`src/sv/dkr_pkg.sv`:
```
// shared types, codes and helpers of the disk controller register front end
`timescale 1ns / 1ps

package dkr_pkg;

    // bus function codes
    localparam logic [1:0] FUNC_READ  = 2'd0;
    localparam logic [1:0] FUNC_WRITE = 2'd1;
    localparam logic [1:0] FUNC_ACK   = 2'd2;

    // register select, address bits 3:1
    localparam logic [2:0] REG_DS = 3'd0;
    localparam logic [2:0] REG_ER = 3'd1;
    localparam logic [2:0] REG_CS = 3'd2;
    localparam logic [2:0] REG_WC = 3'd3;
    localparam logic [2:0] REG_BA = 3'd4;
    localparam logic [2:0] REG_DA = 3'd5;

    // command codes, control bits 3:1
    localparam logic [2:0] OP_CTLRESET = 3'd0;
    localparam logic [2:0] OP_WRITE    = 3'd1;
    localparam logic [2:0] OP_READ     = 3'd2;
    localparam logic [2:0] OP_WCHK     = 3'd3;
    localparam logic [2:0] OP_SEEK     = 3'd4;
    localparam logic [2:0] OP_DRVRESET = 3'd6;
    localparam logic [2:0] OP_WLOCK    = 3'd7;

    // transfer kinds handed to the data engine
    localparam logic [1:0] XK_READ  = 2'd0;
    localparam logic [1:0] XK_WRITE = 2'd1;
    localparam logic [1:0] XK_WCHK  = 2'd2;

    // control/status bits
    localparam logic [15:0] CS_GO   = 16'o000001;
    localparam logic [15:0] CS_IE   = 16'o000100;
    localparam logic [15:0] CS_DONE = 16'o000200;
    localparam logic [15:0] CS_MEX  = 16'o000060;
    localparam logic [15:0] CS_FMT  = 16'o002000;
    localparam logic [15:0] CS_INH  = 16'o004000;
    localparam logic [15:0] CS_SCP  = 16'o020000;
    localparam logic [15:0] CS_HERR = 16'o040000;
    localparam logic [15:0] CS_ERR  = 16'o100000;
    localparam logic [15:0] CS_RW   = 16'o006576;

    // error bits
    localparam logic [15:0] ER_SOFT = 16'o000003;
    localparam logic [15:0] ER_NXS  = 16'o000040;
    localparam logic [15:0] ER_NXC  = 16'o000100;
    localparam logic [15:0] ER_PGE  = 16'o004000;
    localparam logic [15:0] ER_WLK  = 16'o020000;
    localparam logic [15:0] ER_HARD = 16'o177740;

    localparam logic [15:0] DS_VALUE = 16'o004400;
    localparam logic [7:0]  VEC_DK   = 8'o220;
    localparam logic [7:0]  NUM_CYL  = 8'd203;
    localparam logic [3:0]  NUM_SECT = 4'd12;

    // x / 3 as (x * DIV3_MUL) >> DIV3_SHIFT, exact for x below 2**17
    localparam logic [15:0] DIV3_MUL   = 16'd43691;
    localparam int          DIV3_SHIFT = 17;

    // configuration register index
    localparam logic CFG_REG_WP = 1'b0;

    typedef struct packed {
        logic [1:0]  func;
        logic [3:0]  reg_offset;
        logic [15:0] write_data;
        logic        byte_write;
    } t_in_item;

    typedef struct packed {
        logic [15:0] read_data;
        logic        irq;
        logic [7:0]  vector;
        logic        xfer_start;
        logic [1:0]  xfer_kind;
        logic        xfer_format;
        logic        xfer_inhibit;
        logic [20:0] xfer_disk_word;
        logic [17:0] xfer_mem_addr;
        logic [16:0] xfer_words;
    } t_out_item;

    typedef struct packed {
        logic        sect_bad;
        logic        cyl_bad;
        logic [20:0] disk_word;
        logic [17:0] mem_addr;
        logic [16:0] words;
        logic [17:0] next_ma;
        logic [15:0] next_da;
    } t_xfer_calc;

    function automatic logic [15:0] dkr_merge(
        input logic [15:0] old_val,
        input logic [15:0] data,
        input logic        bytew,
        input logic        high
    );
        logic [15:0] res;
        if (!bytew) begin
            res = data;
        end else if (high) begin
            res = {data[7:0], old_val[7:0]};
        end else begin
            res = {old_val[15:8], data[7:0]};
        end
        return res;
    endfunction

endpackage

```
`src/sv/dkr_xfer.sv`:
```
// transfer parameters and post-transfer address arithmetic
`timescale 1ns / 1ps

module dkr_xfer (
    input  logic [15:0]          i_da,
    input  logic [15:0]          i_ba,
    input  logic [15:0]          i_wc,
    input  logic [1:0]           i_mex,
    input  logic                 i_inh,
    input  logic                 i_fmt_read,
    output dkr_pkg::t_xfer_calc  o_calc
);

    logic [3:0]  sector;
    logic [7:0]  cyl;
    logic [8:0]  track;
    logic [12:0] blk0;
    logic [17:0] ma;
    logic [16:0] words;
    logic [16:0] words_rnd;
    logic [16:0] inc;
    logic [16:0] x;
    logic [30:0] prod;
    logic [13:0] q;
    logic [16:0] rem;
    logic [11:0] new_track;

    assign sector = i_da[3:0];
    assign cyl    = i_da[12:5];
    assign track  = i_da[12:4];

    assign blk0  = ({4'd0, track} * {9'd0, dkr_pkg::NUM_SECT}) + {9'd0, sector};
    assign ma    = {i_mex, i_ba};
    assign words = 17'h10000 - {1'b0, i_wc};

    // whole blocks touched by the transfer
    assign words_rnd = words + 17'd255;
    assign inc       = i_fmt_read ? words : {8'd0, words_rnd[16:8]};
    assign x         = inc + {13'd0, sector};

    // x / 12 as (x / 4) / 3
    assign prod      = {16'd0, x[16:2]} * {15'd0, dkr_pkg::DIV3_MUL};
    assign q         = prod[30:dkr_pkg::DIV3_SHIFT];
    assign rem       = x - ({3'd0, q} * {13'd0, dkr_pkg::NUM_SECT});
    assign new_track = {3'd0, track} + q[11:0];

    always_comb begin
        o_calc.sect_bad  = (sector >= dkr_pkg::NUM_SECT);
        o_calc.cyl_bad   = (cyl >= dkr_pkg::NUM_CYL);
        o_calc.disk_word = {blk0, 8'd0};
        o_calc.mem_addr  = ma;
        o_calc.words     = words;
        o_calc.next_ma   = i_inh ? ma : (ma + {words, 1'b0});
        o_calc.next_da   = {new_track, rem[3:0]};
    end

endmodule

```
`src/sv/dkr_regs.sv`:
```
// register file, command decode and interrupt queue
`timescale 1ns / 1ps

module dkr_regs (
    input  logic                 i_clk,
    input  logic                 i_rst_n,
    input  logic                 i_valid,
    input  dkr_pkg::t_in_item    i_item,
    input  logic                 i_wp,
    output dkr_pkg::t_out_item   o_result
);

    logic [15:0] r_cs, n_cs;
    logic [15:0] r_err, n_err;
    logic [15:0] r_wc, n_wc;
    logic [15:0] r_ba, n_ba;
    logic [15:0] r_da, n_da;
    logic [1:0]  r_iq, n_iq;
    logic        r_rl, n_rl;

    logic [2:0]  reg_sel;
    logic        high_byte;
    logic [15:0] cs_d;
    logic [15:0] cs_w;
    logic [2:0]  go_op;
    logic        fmt;
    logic        do_xfer;
    logic        do_seek;
    logic [15:0] fin_err;
    dkr_pkg::t_xfer_calc calc;
    dkr_pkg::t_out_item  res;

    assign reg_sel   = i_item.reg_offset[3:1];
    assign high_byte = i_item.reg_offset[0];
    assign cs_d      = dkr_pkg::dkr_merge(r_cs, i_item.write_data, i_item.byte_write, high_byte);
    assign cs_w      = (r_cs & ~dkr_pkg::CS_RW) | (cs_d & dkr_pkg::CS_RW);
    assign go_op     = cs_w[3:1];
    assign fmt       = (cs_w & dkr_pkg::CS_FMT) != 16'd0;

    dkr_xfer u_xfer (
        .i_da       (r_da),
        .i_ba       (r_ba),
        .i_wc       (r_wc),
        .i_mex      (cs_w[5:4]),
        .i_inh      ((cs_w & dkr_pkg::CS_INH) != 16'd0),
        .i_fmt_read (fmt && (go_op == dkr_pkg::OP_READ)),
        .o_calc     (calc)
    );

    always_comb begin
        n_cs    = r_cs;
        n_err   = r_err;
        n_wc    = r_wc;
        n_ba    = r_ba;
        n_da    = r_da;
        n_iq    = r_iq;
        n_rl    = r_rl;
        res     = '0;
        do_xfer = 1'b0;
        do_seek = 1'b0;
        fin_err = 16'd0;
        if (i_valid) begin
            unique case (i_item.func)
                dkr_pkg::FUNC_READ: begin
                    unique case (reg_sel)
                        dkr_pkg::REG_DS: res.read_data = dkr_pkg::DS_VALUE;
                        dkr_pkg::REG_ER: res.read_data = r_err;
                        dkr_pkg::REG_CS: begin
                            if (r_err != 16'd0) n_cs = n_cs | dkr_pkg::CS_ERR;
                            if ((r_err & dkr_pkg::ER_HARD) != 16'd0) n_cs = n_cs | dkr_pkg::CS_HERR;
                            res.read_data = n_cs;
                        end
                        dkr_pkg::REG_WC: res.read_data = r_wc;
                        dkr_pkg::REG_BA: res.read_data = r_ba;
                        dkr_pkg::REG_DA: res.read_data = r_da;
                        default:         res.read_data = 16'd0;
                    endcase
                end
                dkr_pkg::FUNC_WRITE: begin
                    unique case (reg_sel)
                        dkr_pkg::REG_CS: begin
                            if ((cs_d & dkr_pkg::CS_IE) == 16'd0) begin
                                n_iq = 2'b00;
                                n_rl = 1'b0;
                            end else if ((r_cs & (dkr_pkg::CS_DONE | dkr_pkg::CS_IE))
                                         == dkr_pkg::CS_DONE) begin
                                n_iq = n_iq | 2'b01;
                                n_rl = 1'b1;
                            end
                            n_cs = cs_w;
                            if (((cs_w & dkr_pkg::CS_DONE) != 16'd0)
                                && ((cs_d & dkr_pkg::CS_GO) != 16'd0)) begin
                                if (go_op == dkr_pkg::OP_CTLRESET) begin
                                    n_err = 16'd0;
                                    n_da  = 16'd0;
                                    n_ba  = 16'd0;
                                    n_cs  = dkr_pkg::CS_DONE;
                                    n_iq  = 2'b00;
                                    n_rl  = 1'b0;
                                end else begin
                                    n_err = r_err & ~dkr_pkg::ER_SOFT;
                                    if (n_err == 16'd0) n_cs = n_cs & ~dkr_pkg::CS_ERR;
                                    n_cs = n_cs & ~(dkr_pkg::CS_SCP | dkr_pkg::CS_DONE);
                                    n_iq = n_iq & 2'b10;
                                    n_rl = 1'b0;
                                    if (fmt && (go_op != dkr_pkg::OP_READ)
                                        && (go_op != dkr_pkg::OP_WRITE)) begin
                                        fin_err = dkr_pkg::ER_PGE;
                                    end else if ((go_op == dkr_pkg::OP_WRITE) && i_wp) begin
                                        fin_err = dkr_pkg::ER_WLK;
                                    end else if (go_op == dkr_pkg::OP_WLOCK) begin
                                        fin_err = 16'd0;
                                    end else if (go_op == dkr_pkg::OP_DRVRESET) begin
                                        do_seek = 1'b1;
                                    end else if (calc.sect_bad) begin
                                        fin_err = dkr_pkg::ER_NXS;
                                    end else if (calc.cyl_bad) begin
                                        fin_err = dkr_pkg::ER_NXC;
                                    end else if (go_op == dkr_pkg::OP_SEEK) begin
                                        do_seek = 1'b1;
                                    end else begin
                                        do_xfer = 1'b1;
                                    end

                                    if (do_xfer) begin
                                        unique case (go_op)
                                            dkr_pkg::OP_READ: begin
                                                res.xfer_start = 1'b1;
                                                res.xfer_kind  = dkr_pkg::XK_READ;
                                            end
                                            dkr_pkg::OP_WRITE: begin
                                                res.xfer_start = 1'b1;
                                                res.xfer_kind  = dkr_pkg::XK_WRITE;
                                            end
                                            dkr_pkg::OP_WCHK: begin
                                                res.xfer_start = 1'b1;
                                                res.xfer_kind  = dkr_pkg::XK_WCHK;
                                            end
                                            default: res.xfer_start = 1'b0;
                                        endcase
                                        if (res.xfer_start) begin
                                            res.xfer_format    = fmt;
                                            res.xfer_inhibit   = (cs_w & dkr_pkg::CS_INH) != 16'd0;
                                            res.xfer_disk_word = calc.disk_word;
                                            res.xfer_mem_addr  = calc.mem_addr;
                                            res.xfer_words     = calc.words;
                                        end
                                        // the count always runs out to zero
                                        n_wc = 16'd0;
                                        n_ba = calc.next_ma[15:0];
                                        n_cs = (n_cs & ~dkr_pkg::CS_MEX)
                                             | {10'd0, calc.next_ma[17:16], 4'd0};
                                        n_da = calc.next_da;
                                    end

                                    // completion
                                    n_cs = n_cs | dkr_pkg::CS_DONE;
                                    if (fin_err != 16'd0) begin
                                        n_err = n_err | fin_err;
                                        if (n_err != 16'd0) n_cs = n_cs | dkr_pkg::CS_ERR;
                                        if ((n_err & dkr_pkg::ER_HARD) != 16'd0) begin
                                            n_cs = n_cs | dkr_pkg::CS_HERR;
                                        end
                                    end
                                    if ((n_cs & dkr_pkg::CS_IE) != 16'd0) begin
                                        n_iq = n_iq | 2'b01;
                                        n_rl = 1'b1;
                                    end else begin
                                        n_iq = 2'b00;
                                        n_rl = 1'b0;
                                    end

                                    if (do_seek) begin
                                        n_cs = n_cs | dkr_pkg::CS_SCP;
                                        if ((n_cs & dkr_pkg::CS_IE) != 16'd0) begin
                                            n_iq = n_iq | 2'b10;
                                            n_rl = 1'b1;
                                        end
                                    end
                                end
                            end
                        end
                        dkr_pkg::REG_WC: begin
                            n_wc = dkr_pkg::dkr_merge(r_wc, i_item.write_data,
                                                      i_item.byte_write, high_byte);
                        end
                        dkr_pkg::REG_BA: begin
                            n_ba = dkr_pkg::dkr_merge(r_ba, i_item.write_data,
                                                      i_item.byte_write, high_byte);
                        end
                        dkr_pkg::REG_DA: begin
                            if ((r_cs & dkr_pkg::CS_DONE) != 16'd0) begin
                                n_da = dkr_pkg::dkr_merge(r_da, i_item.write_data,
                                                          i_item.byte_write, high_byte);
                            end
                        end
                        default: n_da = r_da;
                    endcase
                end
                dkr_pkg::FUNC_ACK: begin
                    if (r_iq[0]) begin
                        n_iq       = {r_iq[1], 1'b0};
                        res.vector = dkr_pkg::VEC_DK;
                        n_rl       = r_iq[1];
                    end else if (r_iq[1]) begin
                        n_iq       = 2'b00;
                        res.vector = dkr_pkg::VEC_DK;
                        n_rl       = 1'b0;
                    end else begin
                        n_iq = 2'b00;
                        n_rl = 1'b0;
                    end
                end
                default: n_rl = r_rl;
            endcase
            res.irq = n_rl;
        end
    end

    assign o_result = res;

    always_ff @(posedge i_clk) begin
        if (!i_rst_n) begin
            r_cs  <= dkr_pkg::CS_DONE;
            r_err <= 16'd0;
            r_wc  <= 16'd0;
            r_ba  <= 16'd0;
            r_da  <= 16'd0;
            r_iq  <= 2'b00;
            r_rl  <= 1'b0;
        end else begin
            r_cs  <= n_cs;
            r_err <= n_err;
            r_wc  <= n_wc;
            r_ba  <= n_ba;
            r_da  <= n_da;
            r_iq  <= n_iq;
            r_rl  <= n_rl;
        end
    end

    a_req_has_entry: assert property (@(posedge i_clk) disable iff (!i_rst_n)
        r_rl |-> (r_iq != 2'b00))
        else $error("request line set with empty interrupt queue");

    a_queue_needs_ie: assert property (@(posedge i_clk) disable iff (!i_rst_n)
        (r_iq != 2'b00) |-> ((r_cs & dkr_pkg::CS_IE) != 16'd0))
        else $error("interrupt queued while interrupts disabled");

    a_done_after_beat: assert property (@(posedge i_clk) disable iff (!i_rst_n)
        i_valid |=> ((r_cs & dkr_pkg::CS_DONE) != 16'd0))
        else $error("done flag clear after a beat");

    a_xfer_clears_wc: assert property (@(posedge i_clk) disable iff (!i_rst_n)
        (i_valid && res.xfer_start) |=> (r_wc == 16'd0))
        else $error("word count not exhausted after a transfer");

endmodule

```
`src/sv/disk_controller_registers_unit.sv`:
```
// top level: beat registers, register front end and configuration port
// an accepted beat is held in the input beat register, its result in the output one
// throughput: one beat per cycle unless the output stalls; each beat's register updates
//   through the sector/cylinder address arithmetic are registered before the next beat reads them
// reset: synchronous, active low; control reads done, all other registers and the
//   interrupt queue clear, write protect clears, both beat registers empty
`timescale 1ns / 1ps

module disk_controller_registers_unit (
    input  logic                 i_clk,
    input  logic                 i_rst_n,
    input  logic                 i_in_valid,
    output logic                 o_in_stall,
    input  dkr_pkg::t_in_item    i_in_item,
    output logic                 o_out_valid,
    input  logic                 i_out_stall,
    output dkr_pkg::t_out_item   o_out_item,
    input  logic                 psel,
    input  logic                 penable,
    input  logic                 pwrite,
    input  logic [2:0]           paddr,
    input  logic [31:0]          pwdata,
    output logic [31:0]          prdata,
    output logic                 pready
);

    logic                r_in_valid;
    dkr_pkg::t_in_item   r_in_item;
    logic                r_out_valid;
    dkr_pkg::t_out_item  r_out_item;
    logic                r_wp;
    logic                advance;
    logic                exec;
    logic                accept;
    logic                cfg_wr;
    dkr_pkg::t_out_item  result;

    assign advance    = !r_out_valid || !i_out_stall;
    assign exec       = r_in_valid && advance;
    assign o_in_stall = r_in_valid && !advance;
    assign accept     = i_in_valid && !o_in_stall;

    dkr_regs u_regs (
        .i_clk    (i_clk),
        .i_rst_n  (i_rst_n),
        .i_valid  (exec),
        .i_item   (r_in_item),
        .i_wp     (r_wp),
        .o_result (result)
    );

    always_ff @(posedge i_clk) begin
        if (!i_rst_n) begin
            r_in_valid <= 1'b0;
        end else if (accept) begin
            r_in_valid <= 1'b1;
        end else if (exec) begin
            r_in_valid <= 1'b0;
        end
    end

    always_ff @(posedge i_clk) begin
        if (accept) begin
            r_in_item <= i_in_item;
        end
    end

    always_ff @(posedge i_clk) begin
        if (!i_rst_n) begin
            r_out_valid <= 1'b0;
        end else if (exec) begin
            r_out_valid <= 1'b1;
        end else if (!i_out_stall) begin
            r_out_valid <= 1'b0;
        end
    end

    always_ff @(posedge i_clk) begin
        if (exec) begin
            r_out_item <= result;
        end
    end

    assign o_out_valid = r_out_valid;
    assign o_out_item  = r_out_item;

    // configuration port
    assign pready = 1'b1;
    assign cfg_wr = psel && penable && pwrite && (paddr[2] == dkr_pkg::CFG_REG_WP);
    assign prdata = (paddr[2] == dkr_pkg::CFG_REG_WP) ? {31'd0, r_wp} : 32'd0;

    always_ff @(posedge i_clk) begin
        if (!i_rst_n) begin
            r_wp <= 1'b0;
        end else if (cfg_wr) begin
            r_wp <= pwdata[0];
        end
    end

endmodule

```
`config.mk`:
```
export PLATFORM = sky130hd
export DESIGN_NAME = disk_controller_registers_unit
export DESIGN_NICKNAME = d
export VERILOG_FILES = /design/src/sv/dkr_pkg.sv /design/src/sv/dkr_xfer.sv /design/src/sv/dkr_regs.sv /design/src/sv/disk_controller_registers_unit.sv
export SDC_FILE = /design/constraint.sdc
export NUM_CORES = 1
export LEC_CHECK = 0
export BUFFER_PORTS_ARGS = -buffer_cell sky130_fd_sc_hd__buf_2
export CAP_MARGIN = 25
export CORE_MARGIN = 5
export CORE_UTILIZATION = 46
export DETAILED_ROUTE_END_ITERATION = 16
export PLACE_DENSITY = 0.65
export SLEW_MARGIN = 0
export SYNTH_ARGS = -nofsm -noshare
export SYNTH_HDL_FRONTEND = slang
export SYNTH_HIERARCHICAL = 1
export SYNTH_SLANG_ARGS = --single-unit
```
`constraint.sdc`:
```
create_clock -name i_clk -period 17.2 [get_ports i_clk]
set_input_delay 3.44 -clock i_clk [delete_from_list [all_inputs] [get_ports i_clk]]
set_output_delay 3.44 -clock i_clk [all_outputs]
set_load 0.005 [all_outputs]
```
==> results of run 1 <==
state kept, by name, summed over array words and instances, names as in the netlist, 2 cells and up:
signal        flops
u_regs/r_ba      16
u_regs/r_da      16
u_regs/r_iq       2
u_regs/r_wc      16
o_out_item       86
r_in_item        23
u_regs/r_cs      13
u_regs/r_err      4
cell families (layout without fill, tap and decap cells):
group	count (synthesis)	count (layout)
fa+ha+maj	214	214
xor+xnor	80	80
compound gates	322	322
buf+inv	283	307
flops	180	180
simple gates	531	531
other cells	4	46
mux	71	71
how the worst max path moves through the flow:
stage,from,cells past startpoint,slack [ns],to
2_1_floorplan,i_out_stall,8,4.79,o_out_item[48]$_DFFE_PP_
3_3_place_gp,r_in_item[17]$_DFFE_PP_,48,4.85,u_regs/r_da[14]$_SDFFE_PN0P_
3_5_place_dp,r_in_item[17]$_DFFE_PP_,49,4.69,u_regs/r_da[14]$_SDFFE_PN0P_
4_1_cts,r_in_item[17]$_DFFE_PP_,49,4.63,u_regs/r_da[14]$_SDFFE_PN0P_
5_1_grt,r_in_item[17]$_DFFE_PP_,49,3.58,u_regs/r_da[14]$_SDFFE_PN0P_
6_report,r_in_item[17]$_DFFE_PP_,49,4.63,u_regs/r_da[14]$_SDFFE_PN0P_
critical path, delay by kind of cell, from the launching register on:
| family | cells | cell delay (ns) |
|---|---|---|
| XOR/XNOR | 3 | 0.74 |
| multiplexers | 2 | 1.08 |
| buffers and inverters | 5 | 0.60 |
| AO/OA/AOI/OAI | 16 | 2.86 |
| flip-flops | 1 | 0.74 |
| AND/OR/NAND/NOR | 12 | 2.30 |
| adder cells (fa/ha/maj) | 11 | 4.14 |
routing by layer:
layer / vias to the layer above / wire length [um] / global-route usage
li1: 5877 / - / -
met4: 2 / 1080 / 0.0590
met2: 447 / 18200 / 0.323
met1: 5881 / 18000 / 0.293
met3: 66 / 3020 / 0.0362
met5: - / 61 / 0.0115
synthesized netlist by cell type (6+ instances only):
library cell / instances
xor2_1: 34
mux2i_1: 61
buf_4: 74
a21oi_1: 79
fa_1: 67
nor3_1: 36
dfxtp_1: 71
buf_2: 16
and3_1: 10
and2_1: 69
nor2_1: 100
clkbuf_1: 43
nand2_1: 184
a31oi_1: 12
nand4_1: 11
ha_1: 142
mux2_2: 8
a211oi_1: 11
nand2b_1: 15
inv_1: 141
a21o_1: 19
nand3_1: 24
o211ai_1: 6
o22a_1: 9
o22ai_1: 38
o21ai_0: 59
o21bai_1: 6
nor3b_1: 6
nor2b_1: 20
o21a_1: 10
edfxtp_1: 109
xnor2_1: 44
metrics by stage:
stage / setup WS (ns) / utilization / hold slack, ns
finish: 4.63 / 0.503 / 0.477
floorplan: 4.79 / - / 0.438
global route: 3.58 / 0.503 / 0.515
global placement: 4.85 / 0.484 / 0.463
detailed placement: 4.69 / 0.485 / 0.469
CTS: 4.63 / 0.502 / 0.477
power groups by stage:
stage,Sequential [uW],Combinational [uW],Clock [uW]
floorplan,486,123,0
global placement,485,159,0
detailed placement,486,162,0
CTS,476,164,394
global route,477,184,413
finish,475,164,387
area by class of cell:
type / count / area (um2)
Fill cell: 3153 / 16700
Multi-Input combinational cell: 1264 / 9800
Sequential cell: 180 / 4690
Timing Repair Buffer: 132 / 738
Tap cell: 448 / 561
Inverter: 143 / 537
Clock buffer: 17 / 425
Clock inverter: 15 / 160
==> impl_results.md, run 1 <==
- Clock Sink Count: 180
- Minimum clock period: 12.57 ns
- Synthesized area: 0.0157 mm2
- DR iter-0 viols: 1109
- Count of input and output buffers: 120
- Pwr Total: 1030 uW
- Critical R2R Capture: u_regs/r_da[14]$_SDFFE_PN0P_
- Hold Path Class: flop to flop
- Synth Area per Inst: 9.32 um2
- Sequential share of the synthesized area: 0.299
- NetSw: 302 uW
- Startpoint type of the worst setup path: flop
- Ys flop type: edfxtp_1
- Register-to-Register Path Depth: 49
- Synth cell types: 108
- Grt ovf: 0
- Synth Area in Compound Gates: 0.141
- Max Root-Sink Buffers: 2
- Worst IR Drop VDD: 0.0779 mV
- Adder-Cell Fraction of Synth Area: 0.202
- Area contributors post-synth: edfxtp_1, ha_1, dfxtp_1
- Synth-to-layout area growth: 7.72%
- Clk slew on worst S/H paths: 0.07 ns
- Clock share of power: 0.377
- Via count: 12300
- Core ar.: 0.0336 mm2
- I/O pins: 186
- Sequential power share: 0.463
- Post-route ant nets: 0
- Fin area: 0.0169 mm2
- Critical register-to-register path startpoint: r_in_item[17]$_DFFE_PP_
- Leakage power: 0.00774 uW
- Power Density: 60.7 mW/mm2
- Fmax: 79.6 MHz
- CP Class: flop to flop
- Mux cell area share after synthesis: 0.0465
- Cell Area, Placed: 0.0163 mm2
- Comb pwr share: 0.160
- Int Pwr: 724 uW
- Tot GR Track Use: 0.206
- Hold path cells: 2
- Slew margin rel.: 0.282
- NumNets Final: 2012
- Die Wd: 195 um
- # DRC: 0
- Crit path largest cell delay: 0.93 ns
- Cts bufs inserted: 17
- Leading cell type in the layout, fill and taps excluded: nand2_1
- Layout cells sized above 1: 0.131
- RSZ-0062 raised after global routing: no
- Worst path arrival time: 12.94 ns
- Crit Path Max Fanout: 30
- Clock insertion delay at the later pin of the skew report: 0.44 ns
- Yosys top cell area share: 0.208
- Largest family of logic cells by synthesized area: adder cells
- Max Slew Vio Count: 0
- Initial antenna violation count: 0
- Synth Area in XOR/XNOR: 0.0456
- Sw frac: 0.294
- Final wirelength: 40.3 mm
- CTS tree: built
- TNS Setup: 0 ns
- # resized after CTS: 0
- Max-cap violations: 0
- First-pass DRT Iterations: 9
- H-Tree Depth: 4
- Starting density of the core: 0.467
- Synth Warn #: 6
- Critical Path RT: 17.57 ns
- # rows: 67
- Hpwl dp: 31.5 mm
- Area leader, netlist: edfxtp_1
- DR WL/cell: 18.3 um
- Post-synth EDFFs: 109
- Syn Inst Count: 1685
- Reg2Reg Setup Slack: 4.63 ns
- Placed Instances: 2166
- Die Y: 195 um
- Final hold vios: 0
- Element type at the critical path end: flop
- Critical-path top delay cell: mux2i_1
- Register bit total from synthesis: 180
- Hold path startpoint: u_regs/r_da[13]$_SDFFE_PN0P_
- CP dominant cell by count: o21ai_0
- Root buf cell: clkbuf_16
- DR vias/cell: 5.58
- Commonest cells after routing, fill and taps aside: nand2_1, ha_1, inv_1, buf_2, edfxtp_1
- Setup violators final: 0
- Measured slew at the worst slew-check pin: 1.05 ns
- Number of diodes: 0
- First-pass GRT wire length: 63.0 mm
- Post-Synth Simple-Gate Area: 0.176
- Post-CTS Setup Repair Bufs: 0
- Async S/R FF share, synth: 0
- Tcrit/Tclk final: 0.731
- Number of global-route vias before repair: 11600
- Status: finished clean
- Post-route non-filler standard cell count: 2199
- Hold Crit Endpoint: u_regs/r_da[13]$_SDFFE_PN0P_
- Largest net degree at the start of global routing: 93
- Hold-fix buffers, CTS: 0
- Gpl congestion: 0.956
- Clock Skews: 0.00924 ns
- Die area: 0.0379 mm2
Power figures use the tool's default switching activity.
==> run 2: changes to the inputs <==
Settings changed: ABC_AREA set to 1, PLACE_DENSITY 0.65 to 0.68.
Clock period 17.2 ns to 10.45 ns, I/O delays scaled along.
==> run 2 against run 1 <==
- sequential power grew 64%
- sequential share of layout area shrank 1.5 points
- critical endpoint unchanged
- worst setup slack lost 4.0 ns
- sequential cell count is the same
- clock power grew 72%
- final cell count grew 23%
- largest power group unchanged
- largest cell class unchanged
- core utilization grew 1.3 points
- fmax grew 28%
- non-clock buffer count grew 31
==> impl_results.md, run 2 <==
- Status: finished clean (unchanged)
- Synth cell types: 58 (was 108)
- Post-route ant nets: 0 (unchanged)
- Register-to-Register Path Depth: 58 (was 49)
- Setup violators final: 0 (unchanged)
- Grt ovf: 0 (unchanged)
- Hold-fix buffers, CTS: 0 (unchanged)
- I/O pins: 186 (unchanged)
- Post-synth EDFFs: 109 (unchanged)
- Root buf cell: clkbuf_16 (unchanged)
- Yosys top cell area share: 0.201 (was 0.208)
- First-pass GRT wire length: 71.2 mm (was 63.0 mm)
- Family with the most delay on the worst path: adder cells (unchanged)
- Util after Layout: 0.516 (was 0.503)
- Critical Path RT: 10.80 ns (was 17.57 ns)
- Clock Skews: 0.0154 ns (was 0.00924 ns)
- Die Y: 198 um (was 195 um)
- Gpl congestion: 0.973 (was 0.956)
- Final wirelength: 45.4 mm (was 40.3 mm)
- Multi-input logic area: 0.00949 mm2 (was 0.00980 mm2)
- H-Tree Depth: 4 (unchanged)
- # rows: 68 (was 67)
- Syn Inst Count: 2124 (was 1685)
- Most frequent cell after synthesis: inv_1 (was nand2_1)
- Count of input and output buffers: 120 (unchanged)
- Core ar.: 0.0347 mm2 (was 0.0336 mm2)
- Critical-path top delay cell: fa_1 (was mux2i_1)
- DR iter-0 viols: 1307 (was 1109)
- Fmax: 102 MHz (was 79.6 MHz)
- Worst Path Buf+Inv: 14 (was 5)
- Pwr Total: 1970 uW (was 1030 uW)
- Synth-to-layout area growth: 10.1% (was 7.72%)
- Post-route worst setup slack: 0.598 ns (was 4.63 ns)
- Hold Crit Endpoint: u_regs/r_cs[14]$_SDFFE_PN0P_ (was u_regs/r_da[13]$_SDFFE_PN0P_)
- Max Slew Vio Count: 0 (unchanged)
- Crit Path Max Fanout: 18 (was 30)
- Number of global-route vias before repair: 13400 (was 11600)
- Post-synth top cells: inv_1, nand2_1, nor2_1, ha_1, edfxtp_1 (was nand2_1, ha_1, inv_1, edfxtp_1, nor2_1)
- Synth Area per Inst: 7.66 um2 (was 9.32 um2)
- Clock insertion delay at the later pin of the skew report: 0.45 ns (was 0.44 ns)
- Max FFs per register: 86 (unchanged)
- Die area: 0.0392 mm2 (was 0.0379 mm2)
- Tot GR Track Use: 0.229 (was 0.206)
- Crit path largest cell delay: 0.53 ns (was 0.93 ns)
- Layout fillers: 3353 (was 3153)
- Worst path arrival time: 10.20 ns (was 12.94 ns)
- DR vias/cell: 5.23 (was 5.58)
- Hold path startpoint: u_regs/r_cs[14]$_SDFFE_PN0P_ (was u_regs/r_da[13]$_SDFFE_PN0P_)
- Clk slew on worst S/H paths: 0.08 ns (was 0.07 ns)
- Largest net degree at the start of global routing: 71 (was 93)
- Synthesized area: 0.0163 mm2 (was 0.0157 mm2)
- Startpoint type of the worst setup path: flop (unchanged)
- CTS tree: built (unchanged)
- Commonest cells after routing, fill and taps aside: inv_1, nand2_1, nor2_1, ha_1, buf_2 (was nand2_1, ha_1, inv_1, buf_2, edfxtp_1)
- Critical R2R Capture: u_regs/r_da[14]$_SDFFE_PN0P_ (unchanged)
- Final hold vios: 0 (unchanged)
- Register bit total from synthesis: 180 (unchanged)
- Area leader, netlist: edfxtp_1 (unchanged)
- CP dominant cell by count: nand2_1 (was o21ai_0)
- Element type at the critical path end: flop (unchanged)
- First-pass DRT Iterations: 7 (was 9)
- CP Class: flop to flop (unchanged)
- Starting density of the core: 0.469 (was 0.467)
- Cts bufs inserted: 17 (unchanged)
- Layout cells sized above 1: 0.145 (was 0.131)
- Via count: 14100 (was 12300)
- Measured slew at the worst slew-check pin: 1.03 ns (was 1.05 ns)
- # DRC: 0 (unchanged)
- Reg2Reg Setup Slack: 0.60 ns (was 4.63 ns)
- Initial antenna violation count: 0 (unchanged)
- Sequential share of the synthesized area: 0.289 (was 0.299)
- Clock Sink Count: 180 (unchanged)
- Number of diodes: 0 (unchanged)
- Die Wd: 198 um (was 195 um)
- Pre-CTS setup slack: 0.0865 ns (was 4.69 ns)
- Hold Path Class: flop to flop (unchanged)
- Max Root-Sink Buffers: 2 (unchanged)
- Leakage power: 0.00870 uW (was 0.00774 uW)
- Hold path cells: 2 (unchanged)
- Max-cap violations: 0 (unchanged)
- Register area: 0.00470 mm2 (was 0.00469 mm2)
- Ys flop type: edfxtp_1 (unchanged)
- Worst IR Drop VDD: 0.135 mV (was 0.0779 mV)
- Slew margin rel.: 0.316 (was 0.282)
- DR WL/cell: 16.8 um (was 18.3 um)
- Tcrit/Tclk final: 0.943 (was 0.731)
- Hpwl dp: 35.9 mm (was 31.5 mm)
- Power Density: 110 mW/mm2 (was 60.7 mW/mm2)
- NumNets Final: 2507 (was 2012)
- Minimum clock period: 9.85 ns (was 12.57 ns)
- Synth Warn #: 6 (unchanged)
- Critical register-to-register path startpoint: r_in_item[0]$_DFFE_PP_ (was r_in_item[17]$_DFFE_PP_)
- Area contributors post-synth: edfxtp_1, ha_1, inv_1 (was edfxtp_1, ha_1, dfxtp_1)
- Async S/R FF share, synth: 0 (unchanged)
- Leading cell type in the layout, fill and taps excluded: inv_1 (was nand2_1)
run 2: cell types whose count changed after synthesis, moves of 35 or more:
cell and delta:
nand2_1 +168, inv_1 +273, and2_1 -68, nor2_1 +145, nand4_1 +57, nand3_1 +35
mux2i_1 -61
run 2: how the worst max path moves through the flow:
stage | start | to | cells past startpoint
after global routing | r_in_item[0]$_DFFE_PP_ | u_regs/r_da[14]$_SDFFE_PN0P_ | 58
final | r_in_item[0]$_DFFE_PP_ | u_regs/r_da[14]$_SDFFE_PN0P_ | 58
after CTS | r_in_item[17]$_DFFE_PP_ | u_regs/r_da[14]$_SDFFE_PN0P_ | 56
after floorplan | r_in_item[0]$_DFFE_PP_ | u_regs/r_da[15]$_SDFFE_PN0P_ | 51
after global placement | r_in_item[17]$_DFFE_PP_ | u_regs/r_da[14]$_SDFFE_PN0P_ | 56
after detailed placement | r_in_item[17]$_DFFE_PP_ | u_regs/r_da[14]$_SDFFE_PN0P_ | 56
run 2: kinds of logic after synthesis:
kind of cell,count (synthesis),share of synthesized area
and+or+nand+nor,850,0.244
buffers and inverters,549,0.144
AOI/OAI and AO/OA,280,0.102
adders and majority gates,209,0.192
DFF,180,0.289
xor gates and xnor gates,52,0.0285
other,4,0.000923
run 2: report_power, final:
part | switching [uW] | internal [uW] | total, uW | leakage, uW
Sequential | 10.0 | 771 | 781 | 0.00164
Clock | 319 | 347 | 666 | 0.000295
Combinational | 335 | 188 | 523 | 0.00676
Total | 664 | 1310 | 1970 | 0.00870
run 2: layer usage:
| layer | GRT usage | up-vias | wire [um] | part of all wire |
|---|---|---|---|---|
| li1 | - | 6952 | - | - |
| met1 | 0.324 | 6569 | 20500 | 0.45 |
| met2 | 0.352 | 533 | 20000 | 0.44 |
| met3 | 0.0492 | 76 | 3620 | 0.080 |
| met4 | 0.0747 | 0 | 1370 | 0.030 |
| met5 | 0 | - | 0 | 0 |
run 2: worst register-to-register path, delay by kind of cell, from the launching register on:
kind            cells  cell delay (ns)
buf+inv            14             1.47
simple gates       27             2.90
flops               1             0.40
xor+xnor            3             0.49
compound gates      4             0.53
fa+ha+maj          10             3.94
run 2: area by class of cell:
class | count | share of cell area
Clock inverter | 14 | 0.00901
Clock buffer | 18 | 0.0245
Multi-Input combinational cell | 1437 | 0.530
Sequential cell | 180 | 0.262
Inverter | 434 | 0.0910
Tap cell | 455 | 0.0318
Timing Repair Buffer | 163 | 0.0518
run 2: timing repair:
item	4_1_cts	5_1_grt
buffers inserted	0	7
setup endpoints to repair	1	8
hold endpoints to repair	0	0
cloned	0	0
gates resized for setup	1	24
pin swaps	0	4
run 2: metrics by stage:
step | std cells | area (um2) | hold slack, ns | TNS [ns]
floorplan | 2166 | 16400 | 0.444 | 0
global placement | 2662 | 17200 | 0.460 | 0
detailed placement | 2662 | 17200 | 0.467 | 0
CTS | 2694 | 17800 | 0.478 | 0
global route | 2701 | 17900 | 0.499 | -0.0774
finish | 2701 | 17900 | 0.482 | 0
